$ cat src/sv/dfs_reachability_matrix_assert.svh
// Assertion macros shared by the design files.
`ifndef DFS_REACHABILITY_MATRIX_ASSERT_SVH
`define DFS_REACHABILITY_MATRIX_ASSERT_SVH

// Same-cycle implication under reset.
`define DFS_RM_ASSERT_IMPL(label, clk, rst, ante, cons) \
   label: assert property (@(posedge clk) disable iff (rst) (ante) |-> (cons)) \
      else $error("dfs_rm: same-cycle check failed");

// Next-cycle implication under reset.
`define DFS_RM_ASSERT_NEXT(label, clk, rst, ante, cons) \
   label: assert property (@(posedge clk) disable iff (rst) (ante) |=> (cons)) \
      else $error("dfs_rm: next-cycle check failed");

`endif

$ cat src/sv/dfs_rm_pkg.sv
`default_nettype none

package dfs_rm_pkg;

   // Field widths fixed by the item format
   localparam int VERTEX_W = 4;
   localparam int COUNT_W  = 5;
   localparam logic [COUNT_W-1:0] COUNT_RESET = 5'd16;

   typedef enum logic [1:0] {
      OP_ADD_EDGE   = 2'd0,
      OP_FWD_SEARCH = 2'd1,
      OP_REV_SEARCH = 2'd2,
      OP_UNUSED     = 2'd3
   } opcode_type;

   // Decoded class of the request at the input
   typedef enum logic [1:0] {
      KIND_EDGE   = 2'd0,
      KIND_ERROR  = 2'd1,
      KIND_SEARCH = 2'd2,
      KIND_NONE   = 2'd3
   } req_kind_type;

   // Controller to datapath
   typedef struct packed {
      logic add_edge;
      logic emit_error;
      logic start;
      logic step;
      logic push;
      logic pop;
      logic load_top;
      logic emit_last;
   } dfs_rm_cmd_type;

   // Datapath to controller
   typedef struct packed {
      logic         req_valid;
      req_kind_type req_kind;
      logic         out_free;
      logic         frame_done;
      logic         hit;
      logic         stack_one;
      logic         stack_empty;
   } dfs_rm_sts_type;

endpackage

`default_nettype wire

$ cat src/sv/dfs_rm_req_if.sv
`default_nettype none

interface dfs_rm_req_if;
   import dfs_rm_pkg::*;

   logic                valid;
   logic                ready;
   opcode_type          opcode;
   logic [VERTEX_W-1:0] first_vertex;
   logic [VERTEX_W-1:0] second_vertex;

   modport source (output valid, output opcode, output first_vertex, output second_vertex,
                   input ready);
   modport sink (input valid, input opcode, input first_vertex, input second_vertex,
                 output ready);
endinterface

`default_nettype wire

$ cat src/sv/dfs_rm_rsp_if.sv
`default_nettype none

interface dfs_rm_rsp_if;
   import dfs_rm_pkg::*;

   logic                valid;
   logic                ready;
   logic [VERTEX_W-1:0] visited_vertex;
   logic                error_flag;
   logic                last_flag;

   modport source (output valid, output visited_vertex, output error_flag, output last_flag,
                   input ready);
   modport sink (input valid, input visited_vertex, input error_flag, input last_flag,
                 output ready);
endinterface

`default_nettype wire

$ cat src/sv/dfs_rm_ctrl.sv
`default_nettype none
`include "dfs_reachability_matrix_assert.svh"

module dfs_rm_ctrl (
   input  wire logic                       clock,
   input  wire logic                       reset,
   input  wire dfs_rm_pkg::dfs_rm_sts_type sts,
   output dfs_rm_pkg::dfs_rm_cmd_type      cmd,
   output logic                            req_ready
);
   import dfs_rm_pkg::*;

   typedef enum logic [3:0] {
      ST_IDLE   = 4'b0001,
      ST_SCAN   = 4'b0010,
      ST_LOAD   = 4'b0100,
      ST_FINISH = 4'b1000
   } state_type;

   state_type state_ff, state_in;

   // Take a request only when idle and the result slot can take a transfer
   assign req_ready = (state_ff == ST_IDLE) && sts.out_free;

   // Next state and commands
   always_comb begin
      state_in = state_ff;
      cmd      = '0;
      case (state_ff)
         ST_IDLE: begin
            if (req_ready && sts.req_valid) begin
               case (sts.req_kind)
                  KIND_EDGE:   cmd.add_edge = 1'b1;
                  KIND_ERROR:  cmd.emit_error = 1'b1;
                  KIND_SEARCH: begin
                     cmd.start = 1'b1;
                     state_in  = ST_SCAN;
                  end
                  default: ;
               endcase
            end
         end
         ST_SCAN: begin
            if (sts.frame_done) begin
               if (sts.stack_one) begin
                  state_in = ST_FINISH;
               end else begin
                  cmd.pop  = 1'b1;
                  state_in = ST_LOAD;
               end
            end else if (sts.hit) begin
               // new vertex: wait for the result slot
               cmd.push = sts.out_free;
            end else begin
               cmd.step = 1'b1;
            end
         end
         ST_LOAD: begin
            cmd.load_top = 1'b1;
            state_in     = ST_SCAN;
         end
         ST_FINISH: begin
            if (sts.out_free) begin
               cmd.emit_last = 1'b1;
               state_in      = ST_IDLE;
            end
         end
         default: state_in = ST_IDLE;
      endcase
   end

   always_ff @(posedge clock) begin
      if (reset) begin
         state_ff <= ST_IDLE;
      end else begin
         state_ff <= state_in;
      end
   end

   `DFS_RM_ASSERT_IMPL(a_idle_stack_empty, clock, reset, state_ff == ST_IDLE, sts.stack_empty)
   `DFS_RM_ASSERT_NEXT(a_pop_then_load, clock, reset, cmd.pop, state_ff == ST_LOAD)
   `DFS_RM_ASSERT_IMPL(a_finish_at_root, clock, reset, state_ff == ST_FINISH, sts.stack_one)

endmodule

`default_nettype wire

$ cat src/sv/dfs_rm_dpath.sv
`default_nettype none
`include "dfs_reachability_matrix_assert.svh"

module dfs_rm_dpath #(
   parameter int MAX_VERTICES = 16
) (
   input  wire logic                                  clock,
   input  wire logic                                  reset,
   input  wire logic                                  csr_wr_en,
   input  wire logic [dfs_rm_pkg::COUNT_W-1:0]        csr_wr_data,
   input  wire logic                                  req_valid,
   input  wire dfs_rm_pkg::opcode_type                req_opcode,
   input  wire logic [dfs_rm_pkg::VERTEX_W-1:0]       req_first_vertex,
   input  wire logic [dfs_rm_pkg::VERTEX_W-1:0]       req_second_vertex,
   input  wire logic                                  rsp_ready,
   output logic                                       rsp_valid,
   output logic [dfs_rm_pkg::VERTEX_W-1:0]            rsp_visited_vertex,
   output logic                                       rsp_error_flag,
   output logic                                       rsp_last_flag,
   input  wire dfs_rm_pkg::dfs_rm_cmd_type            cmd,
   output dfs_rm_pkg::dfs_rm_sts_type                 sts
);
   import dfs_rm_pkg::*;

   // Vertices addressable: capped by the parameter and by the field width
   localparam int NumV = (MAX_VERTICES < (2 ** VERTEX_W)) ? MAX_VERTICES : (2 ** VERTEX_W);
   localparam int VW   = $clog2(NumV);
   localparam int CW   = $clog2(NumV + 1);

   logic [COUNT_W-1:0] count_ff;
   logic [NumV-1:0]    adj_ff [NumV];
   logic [NumV-1:0]    visited_ff;
   logic [CW-1:0]      sp_ff;
   logic               out_valid_ff;
   logic [VW-1:0]      out_v_ff;
   logic               out_err_ff;
   logic               out_last_ff;
   logic [VW-1:0]      cur_v_ff;
   logic [CW-1:0]      cur_w_ff;
   logic               rev_ff;
   logic [VW-1:0]      pend_ff;
   logic [VW-1:0]      rd_v_ff;
   logic [CW-1:0]      rd_w_ff;

   // Parent frames: vertex and next neighbor to try
   logic [VW-1:0] stk_v_mem [NumV];
   logic [CW-1:0] stk_w_mem [NumV];

   logic [COUNT_W-1:0] count;
   logic               a_bad;
   logic               b_bad;
   logic [VW-1:0]      a_idx;
   logic [VW-1:0]      b_idx;
   logic [VW-1:0]      w_idx;
   logic [CW-1:0]      sp_m1;
   logic [CW-1:0]      sp_m2;
   logic               frame_done;
   logic               edge_bit;
   logic               out_free;
   req_kind_type       req_kind;

   // Vertex count in use
   assign count = (count_ff > COUNT_W'(NumV)) ? COUNT_W'(NumV) : count_ff;

   // Range checks on the request
   assign a_bad = {1'b0, req_first_vertex} >= count;
   assign b_bad = {1'b0, req_second_vertex} >= count;
   assign a_idx = req_first_vertex[VW-1:0];
   assign b_idx = req_second_vertex[VW-1:0];

   always_comb begin
      case (req_opcode)
         OP_ADD_EDGE:   req_kind = (a_bad || b_bad) ? KIND_ERROR : KIND_EDGE;
         OP_FWD_SEARCH: req_kind = a_bad ? KIND_ERROR : KIND_SEARCH;
         OP_REV_SEARCH: req_kind = a_bad ? KIND_ERROR : KIND_SEARCH;
         default:       req_kind = KIND_NONE;
      endcase
   end

   // One neighbor test per cycle while no hit waits for the result slot; reverse reads the column
   assign w_idx      = cur_w_ff[VW-1:0];
   assign frame_done = COUNT_W'(cur_w_ff) >= count;
   assign edge_bit   = rev_ff ? adj_ff[w_idx][cur_v_ff] : adj_ff[cur_v_ff][w_idx];
   assign sp_m1      = sp_ff - CW'(1);
   assign sp_m2      = sp_ff - CW'(2);
   assign out_free   = !out_valid_ff || rsp_ready;

   assign sts.req_valid   = req_valid;
   assign sts.req_kind    = req_kind;
   assign sts.out_free    = out_free;
   assign sts.frame_done  = frame_done;
   assign sts.hit         = !frame_done && edge_bit && !visited_ff[w_idx];
   assign sts.stack_one   = (sp_ff == CW'(1));
   assign sts.stack_empty = (sp_ff == '0);

   // Control state: count register, matrix, marks, stack depth, result valid
   always_ff @(posedge clock) begin
      if (reset) begin
         count_ff     <= COUNT_RESET;
         visited_ff   <= '0;
         sp_ff        <= '0;
         out_valid_ff <= 1'b0;
         for (int i = 0; i < NumV; i++) begin
            adj_ff[i] <= '0;
         end
      end else begin
         if (csr_wr_en) begin
            count_ff <= csr_wr_data;
         end
         if (cmd.add_edge) begin
            adj_ff[a_idx][b_idx] <= 1'b1;
         end
         if (cmd.start) begin
            visited_ff <= NumV'(1) << a_idx;
            sp_ff      <= CW'(1);
         end else if (cmd.push) begin
            visited_ff[w_idx] <= 1'b1;
            sp_ff             <= sp_ff + CW'(1);
         end else if (cmd.pop) begin
            sp_ff <= sp_m1;
         end else if (cmd.emit_last) begin
            sp_ff <= '0;
         end
         if (cmd.emit_error || cmd.push || cmd.emit_last) begin
            out_valid_ff <= 1'b1;
         end else if (rsp_ready) begin
            out_valid_ff <= 1'b0;
         end
      end
   end

   // Payload: top frame, pending vertex, result fields
   always_ff @(posedge clock) begin
      if (cmd.start) begin
         cur_v_ff <= a_idx;
         cur_w_ff <= '0;
         rev_ff   <= (req_opcode == OP_REV_SEARCH);
         pend_ff  <= a_idx;
      end else if (cmd.push) begin
         cur_v_ff <= w_idx;
         cur_w_ff <= '0;
         pend_ff  <= w_idx;
      end else if (cmd.step) begin
         cur_w_ff <= cur_w_ff + CW'(1);
      end else if (cmd.load_top) begin
         cur_v_ff <= rd_v_ff;
         cur_w_ff <= rd_w_ff;
      end
      if (cmd.emit_error) begin
         out_v_ff    <= '0;
         out_err_ff  <= 1'b1;
         out_last_ff <= 1'b1;
      end else if (cmd.push || cmd.emit_last) begin
         out_v_ff    <= pend_ff;
         out_err_ff  <= 1'b0;
         out_last_ff <= cmd.emit_last;
      end
   end

   // Stack memory: push writes the current frame, pop reads the parent
   always_ff @(posedge clock) begin
      if (cmd.push) begin
         stk_v_mem[sp_m1[VW-1:0]] <= cur_v_ff;
         stk_w_mem[sp_m1[VW-1:0]] <= cur_w_ff + CW'(1);
      end
      if (cmd.pop) begin
         rd_v_ff <= stk_v_mem[sp_m2[VW-1:0]];
         rd_w_ff <= stk_w_mem[sp_m2[VW-1:0]];
      end
   end

   assign rsp_valid          = out_valid_ff;
   assign rsp_visited_vertex = VERTEX_W'(out_v_ff);
   assign rsp_error_flag     = out_err_ff;
   assign rsp_last_flag      = out_last_ff;

   `DFS_RM_ASSERT_IMPL(a_sp_bound, clock, reset, 1'b1, sp_ff <= CW'(NumV))
   `DFS_RM_ASSERT_IMPL(a_emit_needs_slot, clock, reset, cmd.push || cmd.emit_last || cmd.emit_error, out_free)
   `DFS_RM_ASSERT_IMPL(a_error_is_last, clock, reset, out_valid_ff && out_err_ff, out_last_ff)

endmodule

`default_nettype wire

$ cat src/sv/dfs_reachability_matrix.sv
// Channel   Dir  Fields                                         Transfer when
// req_ch    in   opcode, first_vertex, second_vertex            valid && ready
// rsp_ch    out  visited_vertex, error_flag, last_flag          valid && ready
// csr_wr    in   csr_wr_data (vertex count)                     csr_wr_en
//
// Add edge, rejected edge and unused opcode are taken without leaving idle.
// A search tests one neighbor per cycle while the result slot is free; a
// return to the parent passes through a pop and then the load state, as the
// stack read is registered.
// Reset clears the matrix and sets the vertex count to 16; no clearing pass.
// A stalled result slot holds the search at the next vertex found.
`default_nettype none

module dfs_reachability_matrix #(
   parameter int MAX_VERTICES = 16
) (
   input  wire logic                           clock,
   input  wire logic                           reset,
   dfs_rm_req_if.sink                          req_ch,
   dfs_rm_rsp_if.source                        rsp_ch,
   input  wire logic                           csr_wr_en,
   input  wire logic [dfs_rm_pkg::COUNT_W-1:0] csr_wr_data
);
   import dfs_rm_pkg::*;

   dfs_rm_cmd_type cmd;
   dfs_rm_sts_type sts;
   logic           req_ready;

   assign req_ch.ready = req_ready;

   // Sequencer
   dfs_rm_ctrl u_ctrl (
      .clock     (clock),
      .reset     (reset),
      .sts       (sts),
      .cmd       (cmd),
      .req_ready (req_ready)
   );

   // Graph storage, search state and result register
   dfs_rm_dpath #(
      .MAX_VERTICES (MAX_VERTICES)
   ) u_dpath (
      .clock              (clock),
      .reset              (reset),
      .csr_wr_en          (csr_wr_en),
      .csr_wr_data        (csr_wr_data),
      .req_valid          (req_ch.valid),
      .req_opcode         (req_ch.opcode),
      .req_first_vertex   (req_ch.first_vertex),
      .req_second_vertex  (req_ch.second_vertex),
      .rsp_ready          (rsp_ch.ready),
      .rsp_valid          (rsp_ch.valid),
      .rsp_visited_vertex (rsp_ch.visited_vertex),
      .rsp_error_flag     (rsp_ch.error_flag),
      .rsp_last_flag      (rsp_ch.last_flag),
      .cmd                (cmd),
      .sts                (sts)
   );

endmodule

`default_nettype wire

$ cat src/flat_wrapper.sv
// flat-port wrapper written by rule: the top's interface ports become plain ports
module dfs_reachability_matrix_flat import dfs_rm_pkg::*;
#(
   parameter int MAX_VERTICES = 16
)
  (clock, reset, csr_wr_en, csr_wr_data, req_ch_valid, req_ch_opcode, req_ch_first_vertex, req_ch_second_vertex, req_ch_ready, rsp_ch_valid, rsp_ch_visited_vertex, rsp_ch_error_flag, rsp_ch_last_flag, rsp_ch_ready);
  dfs_rm_req_if req_ch_i ();
  dfs_rm_rsp_if rsp_ch_i ();
  input  wire logic clock;
  input  wire logic reset;
  input  wire logic csr_wr_en;
  input  wire logic [dfs_rm_pkg::COUNT_W-1:0] csr_wr_data;
  input wire logic [$bits(req_ch_i.valid)-1:0] req_ch_valid;
  input wire logic [$bits(req_ch_i.opcode)-1:0] req_ch_opcode;
  input wire logic [$bits(req_ch_i.first_vertex)-1:0] req_ch_first_vertex;
  input wire logic [$bits(req_ch_i.second_vertex)-1:0] req_ch_second_vertex;
  output wire logic [$bits(req_ch_i.ready)-1:0] req_ch_ready;
  output wire logic [$bits(rsp_ch_i.valid)-1:0] rsp_ch_valid;
  output wire logic [$bits(rsp_ch_i.visited_vertex)-1:0] rsp_ch_visited_vertex;
  output wire logic [$bits(rsp_ch_i.error_flag)-1:0] rsp_ch_error_flag;
  output wire logic [$bits(rsp_ch_i.last_flag)-1:0] rsp_ch_last_flag;
  input wire logic [$bits(rsp_ch_i.ready)-1:0] rsp_ch_ready;
  assign req_ch_i.valid = req_ch_valid;
  assign req_ch_i.opcode = req_ch_opcode;
  assign req_ch_i.first_vertex = req_ch_first_vertex;
  assign req_ch_i.second_vertex = req_ch_second_vertex;
  assign req_ch_ready = req_ch_i.ready;
  assign rsp_ch_valid = rsp_ch_i.valid;
  assign rsp_ch_visited_vertex = rsp_ch_i.visited_vertex;
  assign rsp_ch_error_flag = rsp_ch_i.error_flag;
  assign rsp_ch_last_flag = rsp_ch_i.last_flag;
  assign rsp_ch_i.ready = rsp_ch_ready;
  dfs_reachability_matrix #(.MAX_VERTICES(MAX_VERTICES)) u_core (.clock(clock), .reset(reset), .req_ch(req_ch_i), .rsp_ch(rsp_ch_i), .csr_wr_en(csr_wr_en), .csr_wr_data(csr_wr_data));
endmodule
$ cat config.mk
export PLATFORM = sky130hd
export DESIGN_NAME = dfs_reachability_matrix_flat
export DESIGN_NICKNAME = d
export VERILOG_FILES = /design/src/sv/dfs_rm_pkg.sv /design/src/sv/dfs_rm_req_if.sv /design/src/sv/dfs_rm_rsp_if.sv /design/src/sv/dfs_rm_ctrl.sv /design/src/sv/dfs_rm_dpath.sv /design/src/sv/dfs_reachability_matrix.sv /design/src/flat_wrapper.sv
export VERILOG_INCLUDE_DIRS = /design/src /design/src/sv
export SDC_FILE = /design/constraint.sdc
export NUM_CORES = 1
export LEC_CHECK = 0
export CORE_UTILIZATION = 30
export DETAILED_ROUTE_END_ITERATION = 12
export DONT_BUFFER_PORTS = 1
export PLACE_DENSITY = 0.52
export SLEW_MARGIN = 20
export SYNTH_ARGS = -nofsm -noshare
export SYNTH_HDL_FRONTEND = slang
export SYNTH_SLANG_ARGS = --single-unit
export TNS_END_PERCENT = 5
$ cat constraint.sdc
create_clock -name clock -period 3.64 [get_ports clock]
set_clock_uncertainty 0.15 [all_clocks]
set_input_delay 0.182 -clock clock [delete_from_list [all_inputs] [get_ports clock]]
set_output_delay 0.182 -clock clock [all_outputs]
set_load 0.02 [all_outputs]
# Word-level counts from Yosys, hierarchy flattened
# Memories as Yosys holds them, arrays and structs flattened. A register that Yosys moved wholly into a read port is not among the register bits.
# Index checks and enable logic that the tools add are counted.
# word_totals
ram_bits	400
rom_bits	0
in_bits	20
latch_bits	0
reg_bits	51
mem_count	3
out_inout_bits	8
wordCells	137
# mem_list
name	words	width	read_ports	rd_ports_with_merged_regs	write_ports	line_no	rtl
u_core.u_dpath.adj_ff	16	16	2	2	16	dfs_rm_dpath.sv:31	logic [NumV-1:0] adj_ff [NumV];
u_core.u_dpath.stk_w_mem	16	5	1	1	1	dfs_rm_dpath.sv:47	logic [CW-1:0] stk_w_mem [NumV];
u_core.u_dpath.stk_v_mem	16	4	1	1	1	dfs_rm_dpath.sv:46	logic [VW-1:0] stk_v_mem [NumV];
# op_classes
multipliers	0
n_addsub	4
div	0
n_mux	64
shift	1
magnitude_cmp	9
bitwise_logic	1
reduce_logical	28
n_eq_ne	14
# op_table
cell	count
$mux 16	5
$mux 4	15
$mux 5	6
$mux 1	26
$or 16x16->16	1
$pmux 4 s4	1
$reduce_or 16->1	1
$shl 1x4->16 const A	1
$lt 4x5->1 const B	3
$bmux 1 s4	3
$add 5x1->5 const B	2
$ge 4x5->1	2
$mux 3	3
$demux 1 s4	2
$ge 4x1->1 const B	2
$logic_and 1x1->1	6
$reduce_bool 2->1	3
$reduce_bool 3->1	2
$reduce_or 2->1	3
$eq 5x1->1 const B	1
$ge 5x5->1	1
$gt 5x5->1 const B	1
$logic_or 1x1->1	5
$sub 5x1->5 const B	1
other kinds (17)	25

# Depth between registers and ports, before layout
# Gate-level depths: netlist (run 1).
# logic_depth
word_depth	15
depth_mapped	16
ltp_nobuf	13

# By module
# From an unflattened synthesis (run 1), not the netlist that was laid out.
# hier_totals
cells_unflattened	1514
area_unflattened_um2	21216.6
# by_module_without_submodules
mod	cells_each	area_each_um2	n_inst
dfs_rm_dpath	1475	20865.0	1
dfs_rm_ctrl	39	351.6	1

# Worst setup path after synthesis (run 1)
# Ideal clock, no wire load.
# synth_path
path_kind	register to register
from	register u_core.u_dpath.cur_w_ff[0]
to	memory u_core.u_dpath.stk_v_mem[11][0] (netlist name) (enable)
required_time_ns	3.116
setup_slack_ns	-0.389
period_less_slack_ns	4.029
stages_incl_launch_ff	13
setup_time_ns	0.374
t_arrival_ns	3.505
path_buffers	2
path_cell_list	dfxtp_1 clkbuf_1 buf_1 clkinv_1 ha_1 nand2b_1 a21o_1 a21o_1 a21oi_1 o2111ai_1 nor3_4 nand2_1 nor2_1
# synth_between
elab_chain_cells	10
elab_cells_between_ends	15
# synth_lines
item	line_no	rtl
from (decl)	dfs_rm_dpath.sv:39	logic [CW-1:0] cur_w_ff;
from (signal assigned)	dfs_rm_dpath.sv:144	cur_w_ff <= cur_w_ff + CW'(1);
from (signal assigned)	dfs_rm_dpath.sv:147	cur_w_ff <= rd_w_ff;
$bmux 1 s4	dfs_rm_dpath.sv:83	assign edge_bit = rev_ff ? adj_ff[w_idx][cur_v_ff] : adj_ff[cur_v_ff][w_idx];
$mux 1 (not written as such)	dfs_rm_dpath.sv:83	
$mux 1	dfs_rm_dpath.sv:83	
$logic_and 1x1->1 (2 in series)	dfs_rm_dpath.sv:92	assign sts.hit = !frame_done && edge_bit && !visited_ff[w_idx];
$mux 1	dfs_rm_ctrl.sv:51	end else if (sts.hit) begin
$mux 2 (*)	dfs_rm_ctrl.sv:44	if (sts.frame_done) begin
$mux 3 (*)	dfs_rm_ctrl.sv:29	case (state_ff)
$mux 1 (*)	dfs_rm_dpath.sv:162	if (cmd.push) begin
$mux 1 (not written as such) (*)	dfs_rm_dpath.sv:163	stk_v_mem[sp_m1[VW-1:0]] <= cur_v_ff;
to (decl)	dfs_rm_dpath.sv:46	
# Mark *: on every way between the ends. The rest lies on a longest branch, timed or not. The select of a mux whose other input is x is not followed.

==> impl_metrics.json, run 1 <==
{
  "status": "finished, violations left",
  "failed_checks": "negative setup slack",
  "grt_util_met1": 0.254,
  "antenna_found_initial": 0,
  "htreeDepth": 2,
  "wirelength_mm": 66.7,
  "slew_headroom": 0.405,
  "ant_nets": 0,
  "start_kind": "register",
  "path_clk_slew_ps": 70,
  "synth_compound_area_frac": 0.158,
  "synthXorXnorAreaFrac": 0.00327,
  "numCtsBuffers": 51,
  "synth.avg_cell_area_sq_um": 13.3,
  "gr-total-overflow": 0,
  "synth_top_family_by_area": "multiplexers",
  "total_power_mw": 14.6,
  "clockRootBuffer": "clkbuf_16",
  "yosysSeqAreaShare": 0.512,
  "rows": 97,
  "grt_most_used_layer": "met2",
  "power_density_mw_per_mm2": 566,
  "clockBufferDepth": 3,
  "fin_nets": 1767,
  "critPathMaxFanout": 7,
  "syn-num-nets": 1661,
  "ys_ff_latch": 468,
  "routedWlPerCell_um": 24.7,
  "cts_tree": "done",
  "vias": 15000,
  "start_util": 0.305,
  "report.final.slew_viol_count": 0,
  "fp.coreArea_sq_mm": 0.0704,
  "cp.required_ps": 3850,
  "drive_gt1_frac": 0.281,
  "grt_start_max_net_pins": 116,
  "grt_use_total": 0.182,
  "hold_path_class": "in -> reg",
  "rsz0062_at_grt": "true",
  "gr-usage-met3": 0.0287,
  "synth-main-ff-cell": "dfxtp_1",
  "critical_path_class": "reg -> reg",
  "synth_edf_count": 162,
  "tightest_slew_ps": 891,
  "synthArstFlopShare": 0,
  "drv_cap": 0,
  "syn_inst": 1611,
  "first_global_vias": 15100,
  "synth_cell_types": 74,
  "cp-end-kind": "register",
  "viasPerCell": 5.56,
  "muxShareOfSynthArea": 0.210,
  "dr.pass1.iters": 5,
  "ir_drop_mv": 0.366,
  "ios": 28,
  "clock_latency_ps": 620,
  "fin_tns_setup_ps": -14.1,
  "hold_slack_ps": 39.6,
  "die_h_um": 269,
  "layout.cells.non_filler": 2700,
  "design.die.area_sq_mm": 0.0726,
  "p_leak_nw": 8.52,
  "dp_cells": 2556,
  "finalHoldViolCount": 0,
  "hpwl_mm": 43.3,
  "grt_util_met2": 0.295,
  "gpl.final_weighted_congestion": 0.836,
  "drc": 0,
  "synth_area_sq_mm": 0.0214,
  "yosysWarnings": 0,
  "io_buffers": 0,
  "die_w_um": 269,
  "final-setup-viol-count": 1,
  "fmax_ghz": 0.274,
  "synthAdderAreaFrac": 0.0175,
  "synth-simple-area-share": 0.0622,
  "place_ws_ps": -176,
  "grt_pass1_wl_mm": 101,
  "drtIter0Drc": 1415,
  "cts.sinks": 468,
  "layout_setup_ws_ps": -14.1,
  "period_share": 1.00,
  "crit_arrival_ps": 3860,
  "period_needed_ps": 3650,
  "area.growth.synth_to_final_pct": 19.9
}
-- cells in the mapped netlist (all sizes together), types with 5 or more instances --
library cell,instances,area share
nor2b,19,0.0055
ha,30,0.018
mux2i,50,0.023
a22oi,15,0.0053
and2,8,0.0023
or2,5,0.0015
nor3,12,0.0033
o21ai,18,0.0042
mux4,173,0.18
buf,45,0.013
clkbuf,108,0.019
o2bb2ai,256,0.10
nand2b,11,0.0032
o22ai,8,0.0023
a221oi,7,0.0029
mux2,7,0.0038
nand3,22,0.0051
edfxtp,162,0.23
or3,10,0.0029
a21oi,46,0.011
dfxtp,306,0.29
a211oi,5,0.0018
inv,24,0.0042
o2111ai,5,0.0020
a31oi,24,0.0070
a21boi,5,0.0018
a211o,6,0.0025
a21o,9,0.0032
nor2,52,0.0091
nor4,5,0.0015
nand4,7,0.0020
nand2,95,0.017
-- where the power goes --
part           internal (mW)  leakage [nW]  switching (mW)  total (mW)
Clock                   3.03         0.827            2.20        5.23
Combinational           1.54          3.74            1.80        3.34
Sequential              5.68          3.95           0.300        5.98
-- cells in the final DEF (no fill, tap or decap), types with 6 or more instances in the layout --
cell type,n
a211o_1,6
a21o_1,9
a21oi_1,43
a22oi_1,15
a31oi_1,23
and2_1,7
buf_12,20
buf_4,152
clkbuf_1,15
clkbuf_16,51
clkbuf_8,7
clkinv_2,11
dfxtp_1,296
dlygate4sd3_1,28
edfxtp_1,162
ha_1,30
inv_1,23
mux2_2,6
mux2i_1,48
mux4_2,169
nand2_1,95
nand2b_1,11
nand3_1,17
nand4_1,7
nor2_1,36
nor2_2,16
nor2b_1,19
nor3_1,11
o21ai_0,16
o22ai_1,8
o2bb2ai_1,256
or3_1,8
-- registers in the layout, indices dropped and copies added (netlist names), 5 cells and up, named ones only --
name and flops:
u_core.u_dpath.adj_ff 256, u_core.u_dpath.stk_w_mem 80, u_core.u_dpath.stk_v_mem 64, u_core.u_dpath.visited_ff 16, u_core.u_dpath.count_ff 5, u_core.u_dpath.cur_w_ff 5
u_core.u_dpath.rd_w_ff 5, u_core.u_dpath.sp_ff 5
-- what timing repair did --
action,in CTS,in global routing
buffers inserted,8,12
pin swaps,0,7
setup endpoints to repair,173,199
endpoints found under the hold margin,306,0
gates resized for setup,5,27
hold buffers,28,0
-- logic make-up after synthesis --
group           after synthesis
buf+inv                     179
compound gates              429
flops                       468
simple gates                267
fa+ha+maj                    30
xor+xnor                      8
mux                         230
-- cell type report --
type / instances / area, sq um
Antenna cell: 1 / 2.50
Clock buffer: 73 / 1430
Clock inverter: 22 / 243
Fill cell: 6787 / 44700
Inverter: 26 / 106
Multi-Input combinational cell: 964 / 9850
Sequential cell: 468 / 11000
Tap cell: 940 / 1180
Timing Repair Buffer: 206 / 1890
-- worst max-delay path: stages, from the launching register on --
cell and delay (ps):
dfxtp_4 450, buf_12 160, mux4_1 540, mux4_2 500
a211o_1 350, a32oi_4 270, and3_4 250, nor3_4 60
buf_4 190, a21oi_1 370, nand2_1 100
-- worst paths after layout --
check	cells past startpoint	slack, ps	to	startpoint
min	5	40	u_core.u_dpath.adj_ff[13][1]$_DFF_P_	req_ch_second_vertex[3]
min reg2reg	1	330	u_core.u_dpath.adj_ff[14][2]$_DFF_P_	u_core.u_dpath.adj_ff[14][2]$_DFF_P_
max reg2reg	10	-10	u_core.u_dpath.cur_v_ff[0]$_DFFE_PN_	register
max	10	-10	u_core.u_dpath.cur_v_ff[0]$_DFFE_PN_	register
-- through the flow --
step / instance area [sq um] / util
floorplan: 21500 / -
finish: 25700 / 0.365
detailed placement: 23400 / 0.333
global placement: 23400 / 0.333
global route: 25700 / 0.365
CTS: 25500 / 0.362
-- per-layer routing --
metal,up-vias,part of all wire
met4,0,0.020
met2,462,0.48
met5,-,0
met3,92,0.051
met1,7781,0.45
li1,6673,-
(Power assumes the default switching activity.)
==> run 2: changes to the inputs <==
--- a/config.mk
+++ b/config.mk
@@ -9,6 +9,7 @@
 export CORE_UTILIZATION = 30
 export DETAILED_ROUTE_END_ITERATION = 12
 export DONT_BUFFER_PORTS = 1
+export GPL_TIMING_DRIVEN = 0
 export PLACE_DENSITY = 0.52
 export SLEW_MARGIN = 20
 export SYNTH_ARGS = -nofsm -noshare
==> impl_metrics.json, run 2 (synthesis results as in run 1) <==
{
  "status": "finished, violations left",
  "failed_checks": "negative setup slack",
  "cts_tree": "done",
  "worstRegToRegCells": 11,
  "layout_setup_ws_ps": -415,
  "dr.pass1.iters": 6,
  "fin_nets": 1811,
  "report.final.slew_viol_count": 0,
  "gpl.final_weighted_congestion": 0.952,
  "hold_slack_ps": 48.2,
  "min_path_cells": 4,
  "grt_start_max_net_pins": 27,
  "drc": 0,
  "reg2reg_setup_slack_ps": -420,
  "netSwitchingPower_mw": 4.84,
  "cp.required_ps": 4000,
  "grt_use_total": 0.207,
  "regMostFlops": "u_core.u_dpath.adj_ff",
  "path_clk_slew_ps": 60,
  "ant_nets": 0,
  "rows": 97,
  "design.die.area_sq_mm": 0.0726,
  "antenna_found_initial": 1,
  "first_global_vias": 16000,
  "internal_power_mw": 10.3,
  "final_cell_mix": "dfxtp_1 (301), o2bb2ai_1 (256), mux4_2 (170), edfxtp_1 (162), clkbuf_1 (103)",
  "fp.coreArea_sq_mm": 0.0704,
  "seqPwrFrac": 0.391,
  "total_power_mw": 15.1,
  "finalHoldViolCount": 0,
  "critPathMaxFanout": 10,
  "place_ws_ps": -1650,
  "htreeDepth": 2,
  "wirelength_mm": 76.4,
  "routedWlPerCell_um": 27.9,
  "final-setup-viol-count": 246,
  "area.growth.synth_to_final_pct": 22.3,
  "dp_cells": 2552,
  "tightest_slew_ps": 1220,
  "die_h_um": 269,
  "combPwrFrac": 0.275,
  "clockBufferDepth": 3,
  "ir_drop_mv": 0.387,
  "cts.sinks": 468,
  "min_from": "reset",
  "layout.cells.non_filler": 2742,
  "hold_path_class": "in -> reg",
  "largest_register_ffs": 256,
  "start_kind": "register",
  "ios": 28,
  "vias": 16100,
  "fmax_ghz": 0.247,
  "cp-end-kind": "register",
  "gr-total-overflow": 0,
  "clkPwrFrac": 0.334,
  "clock_latency_ps": 620,
  "p_leak_nw": 8.49,
  "switching_share": 0.320,
  "crit_arrival_ps": 4410,
  "grt_pass1_wl_mm": 111,
  "drive_gt1_frac": 0.267,
  "critical_path_class": "reg -> reg",
  "drv_cap": 0,
  "numCtsBuffers": 50,
  "die_w_um": 269,
  "power_density_mw_per_mm2": 576,
  "period_needed_ps": 4060,
  "drtIter0Drc": 1715,
  "fin_tns_setup_ps": -39050,
  "io_buffers": 0,
  "clockRootBuffer": "clkbuf_16",
  "slew_headroom": 0.183,
  "hpwl_mm": 52.3,
  "viasPerCell": 5.85,
  "rsz0062_at_grt": "true",
  "period_share": 1.11,
  "layout_commonest_cell": "dfxtp_1",
  "start_util": 0.305
}
-- run 2: cell count changes in the layout (fill, tap and decap cells not counted), moves of 10 or more --
cell / before / now
clkbuf_1: 15 / 103
nor2_2: 16 / 1
nor2_4: 0 / 16
buf_6: 5 / 22
buf_4: 152 / 49
clkbuf_2: 0 / 12
buf_12: 20 / 30
-- run 2: power groups by stage --
stage	combinational, mW	clock [mW]	sequential [mW]
6_report	4.15	5.05	5.91
5_1_grt	4.30	5.34	5.92
4_1_cts	4.02	5.13	5.89
3_5_place_dp	3.15	0	6.00
3_3_place_gp	3.14	0	5.99
2_1_floorplan	2.10	0	5.91
-- run 2: path summary, 6_finish.rpt --
kind,endpoint
worst min register to register,u_core.u_dpath.adj_ff[6][5]$_DFF_P_
worst max-delay path,register
worst min-delay path,u_core.u_dpath.adj_ff[2][2]$_DFF_P_
worst max register to register,register
-- run 2: final cells by class --
cell class	instances	area (sq um)
Antenna cell	1	2.50
Buffer	148	957
Clock buffer	70	1400
Clock inverter	22	225
Fill cell	6736	44200
Inverter	26	113
Multi-Input combinational cell	964	10100
Sequential cell	468	11000
Tap cell	940	1180
Timing Repair Buffer	103	1230
-- run 2: per-layer routing --
metal | wire (um) | GRT usage | vias to the layer above
met2 | 34100 | 0.314 | 767
met4 | 2410 | 0.0686 | 2
met1 | 33000 | 0.285 | 8353
li1 | - | - | 6790
met5 | 7 | 0 | -
met3 | 6950 | 0.0550 | 141
-- run 2: critical path: stages, from the launching register on --
cell and delay, ps:
dfxtp_1 690, clkbuf_2 440, mux4_2 360, o2111ai_1 340
o2111ai_1 310, a41oi_2 370, and3_4 270, nor3_4 40
buf_12 140, or3_1 360, buf_6 150, mux2_4 290
-- run 2: metrics by stage --
step,area [sq um],utilization
floorplan,21500,-
global route,26200,0.373
CTS,26000,0.369
global placement,22700,0.322
detailed placement,22700,0.323
finish,26200,0.373
-- run 2: what timing repair did --
item	in CTS	in global routing
resized for setup	182	59
setup buffers	66	12
endpoints found under the hold margin	96	0
cloned	3	1
pin swaps	27	15
hold buffers	23	0
endpoints found under the setup margin	459	370
==> run 3: changes to the inputs <==
--- a/config.mk
+++ b/config.mk
@@ -6,6 +6,7 @@
 export SDC_FILE = /design/constraint.sdc
 export NUM_CORES = 1
 export LEC_CHECK = 0
+export CORE_ASPECT_RATIO = 0.5
 export CORE_UTILIZATION = 30
 export DETAILED_ROUTE_END_ITERATION = 12
 export DONT_BUFFER_PORTS = 1
==> impl_metrics.json, run 3 (synthesis results as in run 1) <==
{
  "antenna_found_initial": 0,
  "first_global_vias": 15300,
  "gr-total-overflow": 0,
  "layout.cells.non_filler": 2709,
  "n_antenna_cell": 0,
  "die_w_um": 380,
  "vias": 15500,
  "p_leak_nw": 8.18,
  "slew_headroom": 0.272,
  "tightest_slew_ps": 1080,
  "fp.coreArea_sq_mm": 0.0699,
  "dp_cells": 2556,
  "drc": 0,
  "io_buffers": 0,
  "hold_path_class": "in -> reg",
  "cp-end-kind": "register",
  "drv_cap": 0,
  "viasPerCell": 5.72,
  "finalHoldViolCount": 1,
  "path_cells": "buf_12, buf_16, buf_16, mux4_2, mux4_2, o311ai_2, a211o_1, and4_4, nor3_4, buf_12, buf_4, or3_4, buf_6, mux2_4",
  "rsz0062_at_grt": "true",
  "fin_nets": 1785,
  "regMostFlops": "u_core.u_dpath.adj_ff",
  "largest_register_ffs": 256,
  "dr.pass1.iters": 5,
  "critPathMaxFanout": 10,
  "rows": 68,
  "gpl.final_weighted_congestion": 0.939,
  "wirelength_mm": 74.0,
  "layout_commonest_cell": "dfxtp_1",
  "min_path_cells": 4,
  "slowest_stage": "mux4_2",
  "grt_use_total": 0.201,
  "final-setup-viol-count": 183,
  "grt_start_max_net_pins": 27,
  "drive_gt1_frac": 0.247,
  "htreeDepth": 2,
  "clockRootBuffer": "clkbuf_16",
  "path_buf_inv": 6,
  "hold_slack_ps": -0.352,
  "status": "finished, violations left",
  "period_needed_ps": 3940,
  "clockBufferDepth": 3,
  "period_share": 1.08,
  "die_h_um": 191,
  "path_clk_slew_ps": 70,
  "total_power_mw": 14.3,
  "hpwl_mm": 51.4,
  "clock_latency_ps": 580,
  "worstRegToRegCells": 14,
  "cts_tree": "done",
  "report.final.slew_viol_count": 0,
  "area.growth.synth_to_final_pct": 19.4,
  "numCtsBuffers": 45,
  "cp.required_ps": 3950,
  "layout_setup_ws_ps": -298,
  "critical_path_class": "reg -> reg",
  "cp_top_family": "multiplexers",
  "start_kind": "register",
  "start_util": 0.307,
  "grt_pass1_wl_mm": 108,
  "drtIter0Drc": 1665,
  "routedWlPerCell_um": 27.3,
  "min_from": "req_ch_second_vertex[3]",
  "final_cell_mix": "dfxtp_1 (303), o2bb2ai_1 (256), mux4_2 (172), edfxtp_1 (162), clkbuf_1 (100)",
  "fmax_ghz": 0.254,
  "ir_drop_mv": 0.363,
  "ios": 28,
  "cts.sinks": 468,
  "design.die.area_sq_mm": 0.0726,
  "min_to": "u_core.u_dpath.adj_ff[0][9]$_DFF_P_",
  "ant_nets": 0,
  "crit_arrival_ps": 4250,
  "reg2reg_setup_slack_ps": -300,
  "failed_checks": "negative hold slack, negative setup slack",
  "cpPeakStageDelay_ps": 540,
  "power_density_mw_per_mm2": 558
}
-- run 3: changes by cell type in the layout (fill, tap and decap cells not counted), moves of 4 or more --
| cell | previous run | this run |
|---|---|---|
| buf_12 | 30 | 25 |
| buf_4 | 49 | 44 |
| buf_6 | 22 | 15 |
| clkbuf_16 | 52 | 46 |
| clkinv_2 | 10 | 2 |
| dlygate4sd3_1 | 23 | 27 |
| mux2i_1 | 43 | 47 |
| mux2i_2 | 6 | 1 |
| nand2_8 | 4 | 0 |
-- run 3: layout make-up --
type	instances	area (sq um)
inverters	26	111
repair buffers	78	881
clock inverters	16	149
well taps	945	1180
multi-input cells	964	10100
clock buffers	60	1260
flip-flops and latches	468	11000
plain buffers	152	961
fillers	6692	44200
-- run 3: power breakdown --
group / leakage, nW / switching (mW) / internal, mW
combinational: 3.56 / 2.22 / 1.51
clock: 0.676 / 2.13 / 2.52
sequential: 3.94 / 0.235 / 5.67
-- run 3: worst min-delay path, stage by stage --
cell and delay (ps):
nand3_2 60, or4_1 150, clkbuf_2 200, o2bb2ai_1 90
-- run 3: routing by layer --
metal | global-route usage | vias up | share of wire
met3 | 0.0390 | 117 | 0.077
li1 | - | 6701 | -
met4 | 0.0609 | 2 | 0.028
met5 | 0.00860 | - | 0.0013
met1 | 0.274 | 8013 | 0.43
met2 | 0.323 | 660 | 0.46
-- run 3: stage by stage --
step / cell area (sq um) / worst slack, ps / TNS [ps] / util
finish: 25600 / -298 / -23590 / 0.367
global route: 25600 / -334 / -42270 / 0.367
CTS: 25400 / -149 / -17940 / 0.363
detailed placement: 22700 / -1670 / -337690 / 0.325
global placement: 22700 / -1610 / -323490 / 0.325
floorplan: 21500 / -83.6 / -10430 / -
-- run 3: timing repair --
item / in CTS / in global routing
pin swaps: 30 / 18
gates cloned: 0 / 0
gates resized for setup: 147 / 44
endpoints found under the setup margin: 397 / 328
setup buffers: 41 / 12
endpoints found under the hold margin: 78 / 18
hold buffers: 24 / 3
-- run 3: worst max path at each step --
stage | start | to | slack [ps] | cells past startpoint
2_1_floorplan | u_core.u_dpath.cur_w_ff[0]$_SDFFE_PP0N_ | u_core.u_dpath.stk_v_mem[3][0]$_DFFE_PP_ | -80 | 12
3_3_place_gp | u_core.u_dpath.cur_w_ff[0]$_SDFFE_PP0N_ | u_core.u_dpath.stk_v_mem[15][3]$_DFFE_PP_ | -1610 | 12
3_5_place_dp | u_core.u_dpath.cur_w_ff[0]$_SDFFE_PP0N_ | u_core.u_dpath.stk_v_mem[15][3]$_DFFE_PP_ | -1670 | 12
4_1_cts | register | register | -150 | 13
5_1_grt | register | register | -330 | 14
6_report | register | register | -300 | 14
